[src/rtl/core/sbsm_pkg.sv]
// ----------------------------------------------------------------------------
// sbsm_pkg
// Shared types and constants for the serial bank switch mapper core.
// ----------------------------------------------------------------------------
package sbsm_pkg;

  localparam int CHR_RAM_DEPTH = 8192;
  localparam int CHR_RAM_AW    = $clog2(CHR_RAM_DEPTH);
  localparam int FIFO_DEPTH    = 4;
  localparam int FIFO_PW       = $clog2(FIFO_DEPTH);

  localparam int PRG_BANK_W = 4;
  localparam int CHR_BANK_W = 5;
  localparam int PRG_ADDR_W = 18;
  localparam int CHR_ADDR_W = 17;
  localparam int CFG_DATA_W = 5;

  localparam logic [2:0] SHIFT_LEN = 3'd5;

  typedef enum logic [1:0] {
    FUNC_PRG_RD = 2'd0,
    FUNC_PRG_WR = 2'd1,
    FUNC_CHR_RD = 2'd2,
    FUNC_CHR_WR = 2'd3
  } sbsm_func_t;

  typedef enum logic [1:0] {
    TGT_NONE    = 2'd0,
    TGT_PRG_ROM = 2'd1,
    TGT_CHR_ROM = 2'd2,
    TGT_CHR_RAM = 2'd3
  } sbsm_target_t;

  typedef enum logic [1:0] {
    CFG_USES_CHR_RAM  = 2'd0,
    CFG_PRG_BANK_MASK = 2'd1,
    CFG_CHR_BANK_MASK = 2'd2,
    CFG_UNUSED        = 2'd3
  } sbsm_cfg_idx_t;

  // register decode of the fifth serial write, from address bits 14:13
  typedef enum logic [1:0] {
    LOAD_CONTROL = 2'd0,
    LOAD_CHR_LO  = 2'd1,
    LOAD_CHR_HI  = 2'd2,
    LOAD_PRG     = 2'd3
  } sbsm_load_t;

  typedef struct packed {
    logic we;
    logic rd;
  } sbsm_ram_ctl_t;

  typedef struct packed {
    sbsm_target_t            target;
    logic [PRG_ADDR_W-1:0]   prg_rom_address;
    logic [CHR_ADDR_W-1:0]   chr_rom_address;
    logic [1:0]              mirroring;
    logic                    mirroring_changed;
    logic                    write_rejected;
  } sbsm_res_t;

  typedef struct packed {
    sbsm_res_t   res;
    logic [7:0]  read_data;
  } sbsm_out_t;

endpackage

[src/rtl/core/sbsm_regs.sv]
// ----------------------------------------------------------------------------
// sbsm_regs
// Mapper register file: serial loader, bank selects, configuration and
// address translation for one bus access.
// ----------------------------------------------------------------------------
module sbsm_regs import sbsm_pkg::*; (
  input  logic                  clk,
  input  logic                  rst_n,
  input  logic                  cfg_we,
  input  logic [1:0]            cfg_index,
  input  logic [CFG_DATA_W-1:0] cfg_data,
  input  logic                  acc_valid,
  input  logic [1:0]            func,
  input  logic [15:0]           address,
  input  logic [7:0]            write_data,
  output sbsm_res_t             res,
  output sbsm_ram_ctl_t         ram_ctl
);

  logic                  uses_chr_ram_r;
  logic [PRG_BANK_W-1:0] prg_bank_mask_r;
  logic [CHR_BANK_W-1:0] chr_bank_mask_r;

  logic [4:0]            shift_value_r, shift_value_nxt;
  logic [2:0]            shift_count_r, shift_count_nxt;
  logic [1:0]            mirror_mode_r, mirror_mode_nxt;
  logic                  chr_mode_r, chr_mode_nxt;
  logic [1:0]            prg_mode_r, prg_mode_nxt;
  logic [PRG_BANK_W-1:0] prg_select_r, prg_select_nxt;
  logic [CHR_BANK_W-1:0] chr_sel_lo_r, chr_sel_lo_nxt;
  logic [CHR_BANK_W-1:0] chr_sel_hi_r, chr_sel_hi_nxt;

  logic [PRG_BANK_W-1:0] prg_first, prg_second, prg_bank;
  logic [CHR_BANK_W-1:0] chr_first, chr_second, chr_bank;
  logic [4:0]            sv_shift;
  logic [2:0]            cnt_inc;
  sbsm_func_t            fn;
  sbsm_load_t            load_sel;
  logic                  prg_space;

  // bank derivation follows the current selects, modes and mask
  always_comb begin
    if (prg_mode_r[1] == 1'b0) begin
      prg_first  = {prg_select_r[PRG_BANK_W-1:1], 1'b0};
      prg_second = {prg_select_r[PRG_BANK_W-1:1], 1'b1};
    end else if (prg_mode_r[0] == 1'b0) begin
      prg_first  = '0;
      prg_second = prg_select_r;
    end else begin
      prg_first  = prg_select_r;
      prg_second = prg_bank_mask_r;
    end
    if (chr_mode_r == 1'b0) begin
      chr_first  = {chr_sel_lo_r[CHR_BANK_W-1:1], 1'b0};
      chr_second = {chr_sel_lo_r[CHR_BANK_W-1:1], 1'b1};
    end else begin
      chr_first  = chr_sel_lo_r;
      chr_second = chr_sel_hi_r;
    end
  end

  assign prg_bank  = (address[14] ? prg_second : prg_first) & prg_bank_mask_r;
  assign chr_bank  = (address[12] ? chr_second : chr_first) & chr_bank_mask_r;
  assign sv_shift  = {write_data[0], shift_value_r[4:1]};
  assign cnt_inc   = shift_count_r + 3'd1;
  assign fn        = sbsm_func_t'(func);
  assign load_sel  = sbsm_load_t'(address[14:13]);
  assign prg_space = address[15];

  always_comb begin
    shift_value_nxt = shift_value_r;
    shift_count_nxt = shift_count_r;
    mirror_mode_nxt = mirror_mode_r;
    chr_mode_nxt    = chr_mode_r;
    prg_mode_nxt    = prg_mode_r;
    prg_select_nxt  = prg_select_r;
    chr_sel_lo_nxt  = chr_sel_lo_r;
    chr_sel_hi_nxt  = chr_sel_hi_r;

    res.target            = TGT_NONE;
    res.prg_rom_address   = '0;
    res.chr_rom_address   = '0;
    res.mirroring_changed = 1'b0;
    res.write_rejected    = 1'b0;
    ram_ctl.we            = 1'b0;
    ram_ctl.rd            = 1'b0;

    case (fn)
      FUNC_PRG_RD: begin
        if (prg_space) begin
          res.target          = TGT_PRG_ROM;
          res.prg_rom_address = {prg_bank, address[13:0]};
        end
      end
      FUNC_PRG_WR: begin
        if (prg_space) begin
          if (write_data[7]) begin
            shift_value_nxt = '0;
            shift_count_nxt = '0;
            prg_mode_nxt    = 2'd3;
          end else if (cnt_inc >= SHIFT_LEN) begin
            shift_value_nxt = '0;
            shift_count_nxt = '0;
            unique case (load_sel)
              LOAD_CONTROL: begin
                mirror_mode_nxt       = sv_shift[1:0];
                prg_mode_nxt          = sv_shift[3:2];
                chr_mode_nxt          = sv_shift[4];
                res.mirroring_changed = 1'b1;
              end
              LOAD_CHR_LO: chr_sel_lo_nxt = sv_shift;
              LOAD_CHR_HI: chr_sel_hi_nxt = sv_shift;
              LOAD_PRG:    prg_select_nxt = sv_shift[PRG_BANK_W-1:0];
              default:     prg_select_nxt = prg_select_r;
            endcase
          end else begin
            shift_value_nxt = sv_shift;
            shift_count_nxt = cnt_inc;
          end
        end
      end
      FUNC_CHR_RD: begin
        if (uses_chr_ram_r) begin
          res.target = TGT_CHR_RAM;
          ram_ctl.rd = 1'b1;
        end else begin
          res.target          = TGT_CHR_ROM;
          res.chr_rom_address = {chr_bank, address[11:0]};
        end
      end
      FUNC_CHR_WR: begin
        if (uses_chr_ram_r) begin
          res.target = TGT_CHR_RAM;
          ram_ctl.we = 1'b1;
        end else begin
          res.write_rejected = 1'b1;
        end
      end
      default: res.target = TGT_NONE;
    endcase

    res.mirroring = mirror_mode_nxt;
  end

  always_ff @(posedge clk) begin
    if (!rst_n) begin
      uses_chr_ram_r  <= 1'b0;
      prg_bank_mask_r <= '1;
      chr_bank_mask_r <= '1;
      shift_value_r   <= '0;
      shift_count_r   <= '0;
      mirror_mode_r   <= 2'd3;
      chr_mode_r      <= 1'b0;
      prg_mode_r      <= 2'd3;
      prg_select_r    <= '0;
      chr_sel_lo_r    <= '0;
      chr_sel_hi_r    <= '0;
    end else begin
      if (cfg_we) begin
        unique case (sbsm_cfg_idx_t'(cfg_index))
          CFG_USES_CHR_RAM:  uses_chr_ram_r  <= cfg_data[0];
          CFG_PRG_BANK_MASK: prg_bank_mask_r <= cfg_data[PRG_BANK_W-1:0];
          CFG_CHR_BANK_MASK: chr_bank_mask_r <= cfg_data[CHR_BANK_W-1:0];
          default:           uses_chr_ram_r  <= uses_chr_ram_r;
        endcase
      end
      if (acc_valid) begin
        shift_value_r <= shift_value_nxt;
        shift_count_r <= shift_count_nxt;
        mirror_mode_r <= mirror_mode_nxt;
        chr_mode_r    <= chr_mode_nxt;
        prg_mode_r    <= prg_mode_nxt;
        prg_select_r  <= prg_select_nxt;
        chr_sel_lo_r  <= chr_sel_lo_nxt;
        chr_sel_hi_r  <= chr_sel_hi_nxt;
      end
    end
  end

  shift_count_range_a: assert property (@(posedge clk) disable iff (!rst_n)
    shift_count_r < SHIFT_LEN)
    else $error("serial load count ran past the fifth bit");

  ram_one_op_a: assert property (@(posedge clk) disable iff (!rst_n)
    !(ram_ctl.we && ram_ctl.rd))
    else $error("character RAM read and write issued together");

  rejected_no_target_a: assert property (@(posedge clk) disable iff (!rst_n)
    res.write_rejected |-> (res.target == TGT_NONE && !uses_chr_ram_r))
    else $error("rejected write carries a target");

endmodule
[config.mk]
export PLATFORM = sky130hd
export DESIGN_NAME = sbsm_regs
export DESIGN_NICKNAME = d
export VERILOG_FILES = /design/src/rtl/core/sbsm_pkg.sv /design/src/rtl/core/sbsm_regs.sv
export SDC_FILE = /design/constraint.sdc
export NUM_CORES = 1
export LEC_CHECK = 0
export BUFFER_PORTS_ARGS = -buffer_cell sky130_fd_sc_hd__clkbuf_2
export CORE_UTILIZATION = 52
export DETAILED_ROUTE_END_ITERATION = 8
export HOLD_SLACK_MARGIN = 0.15
export PLACE_DENSITY = 0.95
export SLEW_MARGIN = 20
export SYNTH_ARGS = -nofsm -noshare
export SYNTH_HDL_FRONTEND = slang
export SYNTH_SLANG_ARGS = --single-unit
export TNS_END_PERCENT = 30
[constraint.sdc]
create_clock -name clk -period 2.82 [get_ports clk]
set_input_delay 0.282 -clock clk [delete_from_list [all_inputs] [get_ports clk]]
set_output_delay 0.282 -clock clk [all_outputs]
set_load 0.005 [all_outputs]
## After elaboration in Yosys (flattened, before gate mapping)

Index checks and enable logic that the tools add are counted.

- Register bits: 37
- Latch bits: 0
- RAM bits: 0
- Bits in read-only memories: 0
- Input bits: 37
- Output and inout port bits: 43
- Logic and storage cells: 75
- Memories kept: 0

- $add $sub $neg: 1
- Multipliers: 0
- Divide/modulo/power cells: 0
- $lt $le $gt $ge: 1
- Equality and inequality tests: 8
- Shifts and indexed selects: 0
- Mux-type cells: 37
- Bitwise operators: 3
- Reduce and logical (&&, ||, !) cells: 14

Operator list:

| cell | number |
|---|---|
| $mux 17 | 2 |
| $reduce_and 6->1 | 4 |
| $mux 4 | 5 |
| $mux 5 | 4 |
| $mux 19 | 1 |
| $mux 18 | 1 |
| $mux 2 | 9 |
| $mux 1 | 12 |
| $eq 2x2->1 const B | 5 |
| $eq 2x1->1 const B | 3 |
| $logic_not 2->1 | 3 |
| $mux 3 | 2 |
| $pmux 2 s3 | 1 |
| $reduce_and 2->1 | 3 |
| $and 5x5->5 | 1 |
| $reduce_and 5->1 | 1 |
| $and 4x4->4 | 1 |
| $reduce_bool 2->1 | 2 |
| $add 3x1->3 const B | 1 |
| $ge 3x3->1 const B | 1 |
| $reduce_and 3->1 | 1 |
| $not 1->1 | 1 |

## Depth between registers and ports, before layout

Gate-level depths: netlist (run 1).

- Depth in word-level cells: 6
- Gate-level depth with buffers: 7
- Mapped depth without buffers: 6

## Least setup slack after synthesis (run 1)

Ideal clock, no wire load.

- Path type: register to output
- From: register shift_count_r[0]
- To: output res[2] in the netlist's numbering
- Arrival: 1765 ps
- Data required time: 2538 ps
- Path slack: 773 ps
- Cell stages (with the launch flop): 7
- Path buffers: 0
- Cell sequence: dfxtp_1 inv_1 ha_1 nor3b_2 nor3_1 nand4_1 mux2_2

RTL lines:

| element | line | RTL |
|---|---|---|
| start, declared | sbsm_regs.sv:25 | `logic [2:0] shift_count_r, shift_count_nxt;` |
| start signal, assigned | sbsm_regs.sv:169 | `shift_count_r <= shift_count_nxt;` |
| end, declared | sbsm_regs.sv:16 | `output sbsm_res_t res,` |

==> results_dict.tcl, run 1 <==
set metrics [dict create \
    clkLatencyLatePin_ns 0.29 \
    vdd_ir_drop_max_mv 0.362 \
    floorplan.die.width_um 63.9 \
    num-fill-cells 307 \
    final_layout_size_suffix_gt1_share_pct 29.3 \
    die_h_um 63.9 \
    cts-buffers-inserted 5 \
    dr.pass1.iters 5 \
    grt_pass1_wl_mm 8.18 \
    drt_first_iter_violations 63 \
    finalMaxSlewViolations 0 \
    synthToLayoutAreaGrowth_pct 24.9 \
    timing.critical_path.required_ns 2.54 \
    cp.depth 7 \
    remaining_drc_errors 0 \
    rows 22 \
    slew_headroom_pct 57.4 \
    all_layer_global_routing_usage_pct 26.1 \
    r2r_cells 6 \
    r2r_end "shift_value_r[1]" \
    outcome "complete, no violations" \
    placed_cell_area_um2 2370 \
    async_flop_share_pct 0 \
    max-cap-violations 0 \
    hold_viol_final 0 \
    timing.critical_path.slowest_stage_cell "sky130_fd_sc_hd__dfxtp_1" \
    min_path_cells 3 \
    top_level_ports 80 \
    worstHoldEndpoint "chr_bank_mask_r[4]" \
    timing.final.crit_share_pct 93.5 \
    highest_net_fanout_along_the_worst_path 7 \
    hold_path_class "input port to register" \
    timing.setup.critical_path_class "register to output pin" \
    endpoint_kind "output pin" \
    combPwrFrac_pct 10.6 \
    setup_viol_count_final 0 \
    crit_path_start_kind "register" \
    synth_top_flop_cell "sky130_fd_sc_hd__dfxtp_1" \
    yosysSeqAreaShare_pct 36.2 \
    final_area_um2 2490 \
    post_cts_setup_buffer_count 0 \
    numPortBuffers 73 \
    maxClockFrequency_mhz 379 \
    power_density_nw_per_um2 435 \
    finalCoreUtilization_pct 67.9 \
    postSynthAreaPerCell_um2 8.20 \
    cell_variety_after_synth 39 \
    power.internal_w 0.000825 \
    die_area_um2 4080 \
    synth_enable_flop_cells 0 \
    dpl.hpwl_mm 3.96 \
    p_sw_share_pct 23.7 \
    via_count 1998 \
    power.sequential.fraction_pct 47.8 \
    crit-reg2reg-launch "shift_count_r[0]" \
    critical-path-max-stage-delay_ns 0.41 \
    p_switching_w 0.000257 \
    yosys_warnings 0 \
    leakagePower_nw 1.22 \
    first_global_vias 1882 \
    routed_via_density 5.52 \
    arrival_ns 2.35 \
    ant_nets 0 \
    clkPwrFrac_pct 41.6 \
    synth.ff_latch_count 36 \
    rsz0062_at_grt "false" \
    fin_worst_hold_slack_ns 0.214 \
    syn_inst 243 \
    drt-total-wl_mm 5.11 \
    fin_nets 352 \
    mappedNetlistNets 282 \
    critical_path.top_delay_family "simple AND/OR/NAND/NOR gates" \
    grt_remaining_overflow 0 \
    cts.sinks 36 \
    timing.reg2reg.setup_slack_ns 0.60 \
    antenna_found_initial 0 \
    cts_hold_buf 0 \
    final_setup_tns_ns 0 \
    timing.critical_path.cells "inv_1 -> ha_1 -> nor3b_4 -> nor3_1 -> nand4_1 -> mux2_2 -> clkbuf_2" \
    clock_tree.buffer_depth 2 \
    cts_htree_levels 2 \
    tritoncts "done" \
    coreArea_um2 3660 \
    post_drt_wl_per_cell_um 14.1 \
    path_buf_inv 2 \
    worstHoldStart "cfg_data[4]" \
    floorplan.initialDensity_pct 54.4 \
    root_driver "sky130_fd_sc_hd__clkbuf_8" \
    place.gp.congestion 0.809 \
    grt_max_degree 26 \
    timing.final.crit_period_ns 2.64 \
    tightest_slew_ns 0.635 \
    mappedNetlistArea_um2 1990 \
    num_antenna_cells 0 \
    clock-skew-final_ns 0.00753 \
    clk_pin_slew_ns 0.07 \
]
[stage by stage]
step           setup WS [ns]  power [W]  std cells
6_report               0.184    0.00108        362
5_1_grt               0.0837    0.00111        362
4_1_cts                0.101    0.00108        362
3_5_place_dp           0.424   0.000643        354
3_3_place_gp           0.521   0.000639        354
2_1_floorplan          0.773   0.000587        243
[synth_stat cells (2+ instances only)]
master / number / area (um2)
sky130_fd_sc_hd__nor3b_1: 2 / 15.0
sky130_fd_sc_hd__buf_2: 2 / 10.0
sky130_fd_sc_hd__nor3_1: 4 / 20.0
sky130_fd_sc_hd__o211ai_1: 2 / 15.0
sky130_fd_sc_hd__nand2_1: 38 / 143
sky130_fd_sc_hd__dfxtp_1: 36 / 721
sky130_fd_sc_hd__o21ai_0: 10 / 50.1
sky130_fd_sc_hd__a22oi_1: 5 / 37.5
sky130_fd_sc_hd__nor4_1: 4 / 25.0
sky130_fd_sc_hd__clkbuf_1: 8 / 30.0
sky130_fd_sc_hd__mux2i_1: 24 / 240
sky130_fd_sc_hd__nand4b_1: 2 / 17.5
sky130_fd_sc_hd__nand3b_1: 3 / 22.5
sky130_fd_sc_hd__buf_6: 2 / 22.5
sky130_fd_sc_hd__a21oi_1: 11 / 55.1
sky130_fd_sc_hd__and2_1: 26 / 163
sky130_fd_sc_hd__nor2_1: 22 / 82.6
sky130_fd_sc_hd__nand3_1: 6 / 30.0
sky130_fd_sc_hd__mux2_2: 2 / 22.5
sky130_fd_sc_hd__ha_1: 2 / 25.0
sky130_fd_sc_hd__and3_1: 4 / 25.0
sky130_fd_sc_hd__nor2b_1: 2 / 12.5
sky130_fd_sc_hd__inv_1: 10 / 37.5
[how the worst max path moves through the flow]
stage	from	to	slack, ns
after floorplan	shift_count_r[0]	res[2]	0.77
after global placement	shift_count_r[0]	res[3]	0.52
after detailed placement	shift_count_r[0]	res[3]	0.42
after CTS	shift_count_r[0]	res[3]	0.10
after global routing	shift_count_r[0]	res[3]	0.08
final	shift_count_r[0]	res[3]	0.18
[flip-flops by register name, indices dropped and copies added (netlist names), 3 cells and up]
name             cells
prg_bank_mask_r      4
shift_value_r        4
chr_bank_mask_r      5
shift_count_r        3
chr_sel_lo_r         5
prg_select_r         4
chr_sel_hi_r         5
[per-layer routing]
metal	wire, um	share of wire (%)	vias to the layer above	global-route usage (%)
li1	-	-	963	-
met1	2030	40	922	28.0
met2	2510	49	100	46.0
met3	447	8.7	13	7.68
met4	121	2.4	0	13.4
met5	0	0	-	0
[logic make-up (layout without fill, tap and decap cells)]
group | Yosys count | after routing | synth area share (%)
compound gates | 31 | 31 | 9.05
xor+xnor | 2 | 2 | 1.26
buf+inv | 23 | 94 | 5.21
flops | 36 | 36 | 36.2
fa+ha+maj | 2 | 2 | 1.26
mux | 26 | 26 | 13.2
simple gates | 123 | 123 | 33.9
[cells in the final DEF (no fill, tap or decap), drive strengths merged, types with 3 or more instances in the layout]
cell type and n:
clkbuf 78, nor2 22, nand4b 3, o21ai 10
nand3 6, and3 4, nand2 38, dfxtp 36
a21oi 11, nor3 5, inv 10, nand3b 3
and2 26, nor3b 3, nor4 5, mux2i 24
a22oi 5
[power groups by stage]
stage               Combinational [W]  Clock (W)  Sequential, W
finish                       0.000115   0.000450       0.000517
global route                 0.000125   0.000470       0.000518
CTS                          0.000114   0.000452       0.000517
detailed placement           0.000114          0       0.000529
global placement             0.000110          0       0.000529
floorplan                   0.0000589          0       0.000528
[worst reg2reg max path, stage by stage, from the launching register on]
cell and delay (ns):
sky130_fd_sc_hd__dfxtp_1 0.41, sky130_fd_sc_hd__inv_1 0.07, sky130_fd_sc_hd__ha_1 0.35, sky130_fd_sc_hd__or3b_2 0.50, sky130_fd_sc_hd__a211oi_1 0.55, sky130_fd_sc_hd__a22oi_1 0.14, sky130_fd_sc_hd__nor2_1 0.13
[layout make-up]
cell class | instances | area (um2) | share of cell area (%)
Clock buffer | 5 | 68.8 | 2.77
Clock inverter | 3 | 42.5 | 1.71
Inverter | 11 | 41.3 | 1.66
Multi-Input combinational cell | 184 | 1170 | 47.2
Sequential cell | 36 | 721 | 29.0
Tap cell | 48 | 60.1 | 2.41
Timing Repair Buffer | 75 | 380 | 15.3
[repair_timing]
action | in CTS | in global routing
resized for setup | 0 | 1
hold endpoints to repair | 0 | 0
setup endpoints to repair | 0 | 2
(Power assumes the default switching activity.)
==> inputs of run 2 (changes only) <==
GPL_TIMING_DRIVEN = 0   (was unset)
SETUP_SLACK_MARGIN = 0.4   (was unset)
SKIP_LAST_GASP = 1   (was unset)
==> results_dict.tcl, run 2 (synthesized netlist as in run 1, its figures left out) <==
set metrics [dict create \
    outcome "complete, no violations" \
    all_layer_global_routing_usage_pct 26.4 \
    numPortBuffers 69 \
    top_level_ports 80 \
    r2r_end "shift_value_r[1]" \
    grt_remaining_overflow 0 \
    die_h_um 63.9 \
    slew_headroom_pct 59.3 \
    tritoncts "done" \
    drt-total-wl_mm 5.15 \
    floorplan.die.width_um 63.9 \
    finalMaxSlewViolations 0 \
    layout_top_registers "chr_bank_mask_r: 5 flops, chr_sel_hi_r: 5 flops, chr_sel_lo_r: 5 flops" \
    critical_path_start "shift_count_r[0]" \
    dpl.hpwl_mm 4.02 \
    rows 22 \
    rsz0062_at_grt "false" \
    crit_path_start_kind "register" \
    max-cap-violations 0 \
    cts.sinks 36 \
    drt_first_iter_violations 66 \
    mostFrequentLayoutCell "sky130_fd_sc_hd__clkbuf_2" \
    maxClockFrequency_mhz 440 \
    endpoint_kind "output pin" \
    remaining_drc_errors 0 \
    timing.final.crit_period_ns 2.27 \
    floorplan.initialDensity_pct 54.4 \
    dr.pass1.iters 4 \
    via_count 1999 \
    post_drt_wl_per_cell_um 14.0 \
    final_layout_size_suffix_gt1_share_pct 29.6 \
    ant_nets 0 \
    timing.reg2reg.setup_slack_ns 0.75 \
    num_antenna_cells 0 \
    fin_worst_hold_slack_ns 0.208 \
    hold_path_class "input port to register" \
    vdd_ir_drop_max_mv 0.339 \
    first_global_vias 1817 \
    setup_viol_count_final 0 \
    final_setup_tns_ns 0 \
    tightest_slew_ns 0.607 \
    synthToLayoutAreaGrowth_pct 28.3 \
    timing.critical_path.required_ns 2.54 \
    clk_pin_slew_ns 0.06 \
    leakagePower_nw 1.24 \
    r2r_cells 6 \
    place.gp.congestion 0.827 \
    mostFrequentLayoutCells "69 x sky130_fd_sc_hd__clkbuf_2, 38 x sky130_fd_sc_hd__nand2_1, 35 x sky130_fd_sc_hd__dfxtp_1" \
    power_density_nw_per_um2 402 \
    cts-buffers-inserted 5 \
    cts_hold_buf 0 \
    timing.setup.critical_path_class "register to output pin" \
    cts_htree_levels 2 \
    arrival_ns 1.99 \
    highest_net_fanout_along_the_worst_path 6 \
    antenna_found_initial 0 \
    critPathCapture "res[3]" \
    crit-reg2reg-launch "shift_count_r[0]" \
    root_driver "sky130_fd_sc_hd__clkbuf_8" \
    clock-skew-final_ns 0.00624 \
    fin_nets 360 \
    clock_tree.buffer_depth 2 \
    coreArea_um2 3660 \
    grt_max_degree 11 \
    hold_viol_final 0 \
    clkLatencyLatePin_ns 0.29 \
    routed_via_density 5.42 \
    die_area_um2 4080 \
    timing.final.crit_share_pct 80.6 \
    total_power_w 0.00103 \
    grt_pass1_wl_mm 8.20 \
]
[run 2: worst min-delay path by stage]
| stage | cells after the start | startpoint | endpoint |
|---|---|---|---|
| floorplan | 2 | cfg_data[0] | chr_bank_mask_r[0] |
| global placement | 2 | chr_sel_lo_r[0] | chr_sel_lo_r[0] |
| detailed placement | 2 | chr_sel_lo_r[0] | chr_sel_lo_r[0] |
| CTS | 3 | cfg_data[4] | chr_bank_mask_r[4] |
| global route | 3 | cfg_data[4] | chr_bank_mask_r[4] |
| finish | 3 | cfg_data[4] | chr_bank_mask_r[4] |
[run 2: layer usage]
metal | global-route usage [%] | vias to the layer above | wire (um)
met5 | 0 | - | 0
li1 | - | 985 | -
met2 | 45.6 | 91 | 2510
met3 | 7.14 | 9 | 415
met4 | 9.94 | 0 | 89
met1 | 30.9 | 914 | 2130
[run 2: report_power, final]
part	switching (W)	total [W]	internal [W]	leakage, nW
sequential	0.00000374	0.000518	0.000514	0.292
combinational	0.0000655	0.000117	0.0000518	0.894
clock	0.000175	0.000392	0.000217	0.0503
[run 2: area by class of cell]
| cell class | instances | area (um2) |
|---|---|---|
| Fill cell | 288 | 1100 |
| Sequential cell | 36 | 722 |
| Buffer | 12 | 62.6 |
| Inverter | 11 | 41.3 |
| Timing Repair Buffer | 71 | 360 |
| Tap cell | 48 | 60.1 |
| Clock buffer | 7 | 96.3 |
| Multi-Input combinational cell | 184 | 1210 |
[run 2: per-stage QoR]
stage	worst slack [ns]	instances	instance area (um2)	util [%]
final	0.547	369	2560	69.8
after global routing	0.417	369	2560	69.8
after CTS	0.411	369	2520	68.8
after detailed placement	0.399	360	2400	65.5
after global placement	0.475	360	2400	65.5
after floorplan	0.773	243	1990	-
[run 2: timing repair]
| item | 4_1_cts | 5_1_grt |
|---|---|---|
| pin swaps | 2 | 2 |
| endpoints found under the hold margin | 0 | 0 |
| endpoints found under the setup margin | 3 | 7 |
| resized for setup | 2 | 5 |
| buffers inserted | 2 | 0 |
[run 2: worst max-delay path: stages (launching register included)]
cell,delay [ns]
sky130_fd_sc_hd__dfxtp_2,0.34
sky130_fd_sc_hd__ha_1,0.30
sky130_fd_sc_hd__xnor2_4,0.20
sky130_fd_sc_hd__nor3_4,0.19
sky130_fd_sc_hd__nand4_1,0.22
sky130_fd_sc_hd__mux2_2,0.33
sky130_fd_sc_hd__clkbuf_2,0.11
==> inputs of run 3 (changes only) <==
CORE_UTILIZATION = 44   (was 52)
PLACE_DENSITY = 0.88   (was 0.95)
clock period = 2 ns   (was 2.82 ns; I/O delays follow)
==> results_dict.tcl, run 3 (synthesized netlist as in run 1, its figures left out) <==
set metrics [dict create \
    via_count 2013 \
    crit_path_start_kind "register" \
    grt_pass1_wl_mm 8.95 \
    mostFrequentLayoutCell "sky130_fd_sc_hd__clkbuf_2" \
    remaining_drc_errors 0 \
    cts-buffers-inserted 5 \
    timing.critical_path.cells "inv_2 -> ha_4 -> nor3b_4 -> nor3_4 -> nand4_1 -> mux2_4 -> clkbuf_2" \
    timing.critical_path.slowest_stage_cell "sky130_fd_sc_hd__dfxtp_4" \
    first_global_vias 1976 \
    num-fill-cells 362 \
    total_power_w 0.00155 \
    p_switching_w 0.000377 \
    tightest_slew_ns 0.484 \
    maxClockFrequency_mhz 467 \
    rsz0062_at_grt "true" \
    synthToLayoutAreaGrowth_pct 33.7 \
    critical-path-max-stage-delay_ns 0.38 \
    fin_nets 365 \
    coreArea_um2 4350 \
    endpoint_kind "output pin" \
    routed_via_density 5.31 \
    highest_net_fanout_along_the_worst_path 6 \
    die_area_um2 4800 \
    grt_remaining_overflow 0 \
    cts_htree_levels 2 \
    crit-reg2reg-launch "shift_count_r[0]" \
    cts.sinks 36 \
    ant_nets 0 \
    p_sw_share_pct 24.4 \
    final_layout_size_suffix_gt1_share_pct 32.7 \
    clk_pin_slew_ns 0.08 \
    grt_max_degree 13 \
    dpl.hpwl_mm 4.07 \
    tritoncts "done" \
    arrival_ns 1.94 \
    place.gp.congestion 0.875 \
    slew_headroom_pct 67.7 \
    setup_viol_count_final 2 \
    rows 24 \
    num_antenna_cells 0 \
    worstHoldStart "cfg_data[0]" \
    timing.final.crit_share_pct 107 \
    post_drt_wl_per_cell_um 14.1 \
    clock-skew-final_ns 0.00716 \
    hold_viol_final 0 \
    clock_tree.buffer_depth 2 \
    power.sequential.fraction_pct 47.0 \
    floorplan.initialDensity_pct 45.7 \
    floorplan.die.width_um 69.3 \
    peak_usage_layer_in_the_global_routing_report "met2" \
    failed_checks "negative setup slack" \
    groute.layer.met3.usage_pct 7.12 \
    timing.reg2reg.setup_slack_ns 0.10 \
    placement.setup.worst_slack_ns -0.0690 \
    timing.critical_path.required_ns 1.80 \
    combPwrFrac_pct 11.2 \
    dr.pass1.iters 4 \
    hold_path_class "input port to register" \
    finalMaxSlewViolations 0 \
    power_density_nw_per_um2 581 \
    timing.final.crit_period_ns 2.14 \
    clkLatencyLatePin_ns 0.30 \
    clkPwrFrac_pct 41.8 \
    drt-total-wl_mm 5.36 \
    globalRouteMet1Util_pct 25.0 \
    timing.setup.critical_path_class "register to output pin" \
    final.setup.worst_slack_ns -0.143 \
    met2_usage_pct 41.7 \
    outcome "complete, but fails checks" \
    vdd_ir_drop_max_mv 0.368 \
    critical_path_start "shift_count_r[0]" \
    r2r_end "chr_sel_lo_r[1]" \
    max-cap-violations 0 \
    all_layer_global_routing_usage_pct 23.1 \
    r2r_cells 7 \
    die_h_um 69.3 \
    mostFrequentLayoutCells "71 x sky130_fd_sc_hd__clkbuf_2, 38 x sky130_fd_sc_hd__nand2_1, 34 x sky130_fd_sc_hd__dfxtp_1" \
    layout_top_registers "chr_bank_mask_r: 5 flops, chr_sel_hi_r: 5 flops, chr_sel_lo_r: 5 flops" \
    drt_first_iter_violations 109 \
    top_level_ports 80 \
    leakagePower_nw 1.28 \
    numPortBuffers 69 \
    root_driver "sky130_fd_sc_hd__clkbuf_8" \
    antenna_found_initial 0 \
    critPathCapture "res[2]" \
    power.internal_w 0.00117 \
]
-- run 3: changes by cell type in the layout (fill, tap and decap cells not counted), sizes merged --
cell         change
buf              +1
dlygate4sd3      +4
clkbuf           -2
clkinv           +1
clkinvlp         +1
bufinv           +1
-- run 3: worst max-delay path: cells and delay by family (launching register included) --
kind / cells / cell delay, ns
adder cells (fa/ha/maj): 1 / 0.25
multiplexers: 1 / 0.32
buffers and inverters: 2 / 0.17
AND/OR/NAND/NOR: 3 / 0.53
flip-flops: 1 / 0.38
-- run 3: through the flow --
stage / cells / TNS, ns / util (%) / hold slack [ns] / area (um2)
2_1_floorplan: 243 / 0 / - / 0.325 / 2060
4_1_cts: 378 / -1.28 / 60.5 / 0.151 / 2630
3_3_place_gp: 364 / -0.000882 / 56.6 / 0.418 / 2470
3_5_place_dp: 364 / -0.137 / 56.6 / 0.416 / 2470
5_1_grt: 379 / -0.925 / 61.2 / 0.186 / 2660
6_report: 379 / -0.283 / 61.2 / 0.163 / 2660
-- run 3: worst min path at each step --
| stage | end | slack, ns | cells past startpoint |
|---|---|---|---|
| floorplan | chr_bank_mask_r[0] | 0.33 | 2 |
| global placement | chr_bank_mask_r[4] | 0.42 | 3 |
| detailed placement | chr_bank_mask_r[4] | 0.42 | 3 |
| CTS | chr_bank_mask_r[3] | 0.15 | 3 |
| global route | chr_bank_mask_r[0] | 0.19 | 3 |
| finish | prg_bank_mask_r[0] | 0.16 | 3 |
-- run 3: per-layer routing --
| metal | part of all wire [%] | routed length, um |
|---|---|---|
| met1 | 39 | 2110 |
| met2 | 50 | 2700 |
| met3 | 7.3 | 392 |
| met4 | 2.9 | 153 |
| met5 | 0 | 0 |
-- run 3: final cells by class --
class | instances | area, um2 | area share (%)
Timing Repair Buffer | 76 | 408 | 15.3
Buffer | 12 | 65.1 | 2.44
Sequential cell | 36 | 726 | 27.2
Tap cell | 52 | 65.1 | 2.44
Multi-Input combinational cell | 184 | 1250 | 46.8
Clock inverter | 3 | 42.5 | 1.60
Clock buffer | 5 | 68.8 | 2.58
Inverter | 11 | 41.3 | 1.55
-- run 3: what timing repair did --
item	CTS	global route
hold buffers	3	1
pin swaps	4	2
cloned	0	0
buffers inserted	3	0
endpoints found under the hold margin	4	1
setup endpoints to repair	55	57
resized for setup	3	6
-- run 3: power by group through the flow --
stage                     logic [W]  registers [W]  clock network, W
final                      0.000173       0.000728          0.000646
after CTS                  0.000171       0.000728          0.000645
after floorplan           0.0000860       0.000744                 0
after detailed placement   0.000165       0.000746                 0
after global routing       0.000191       0.000729          0.000687
after global placement     0.000160       0.000745                 0
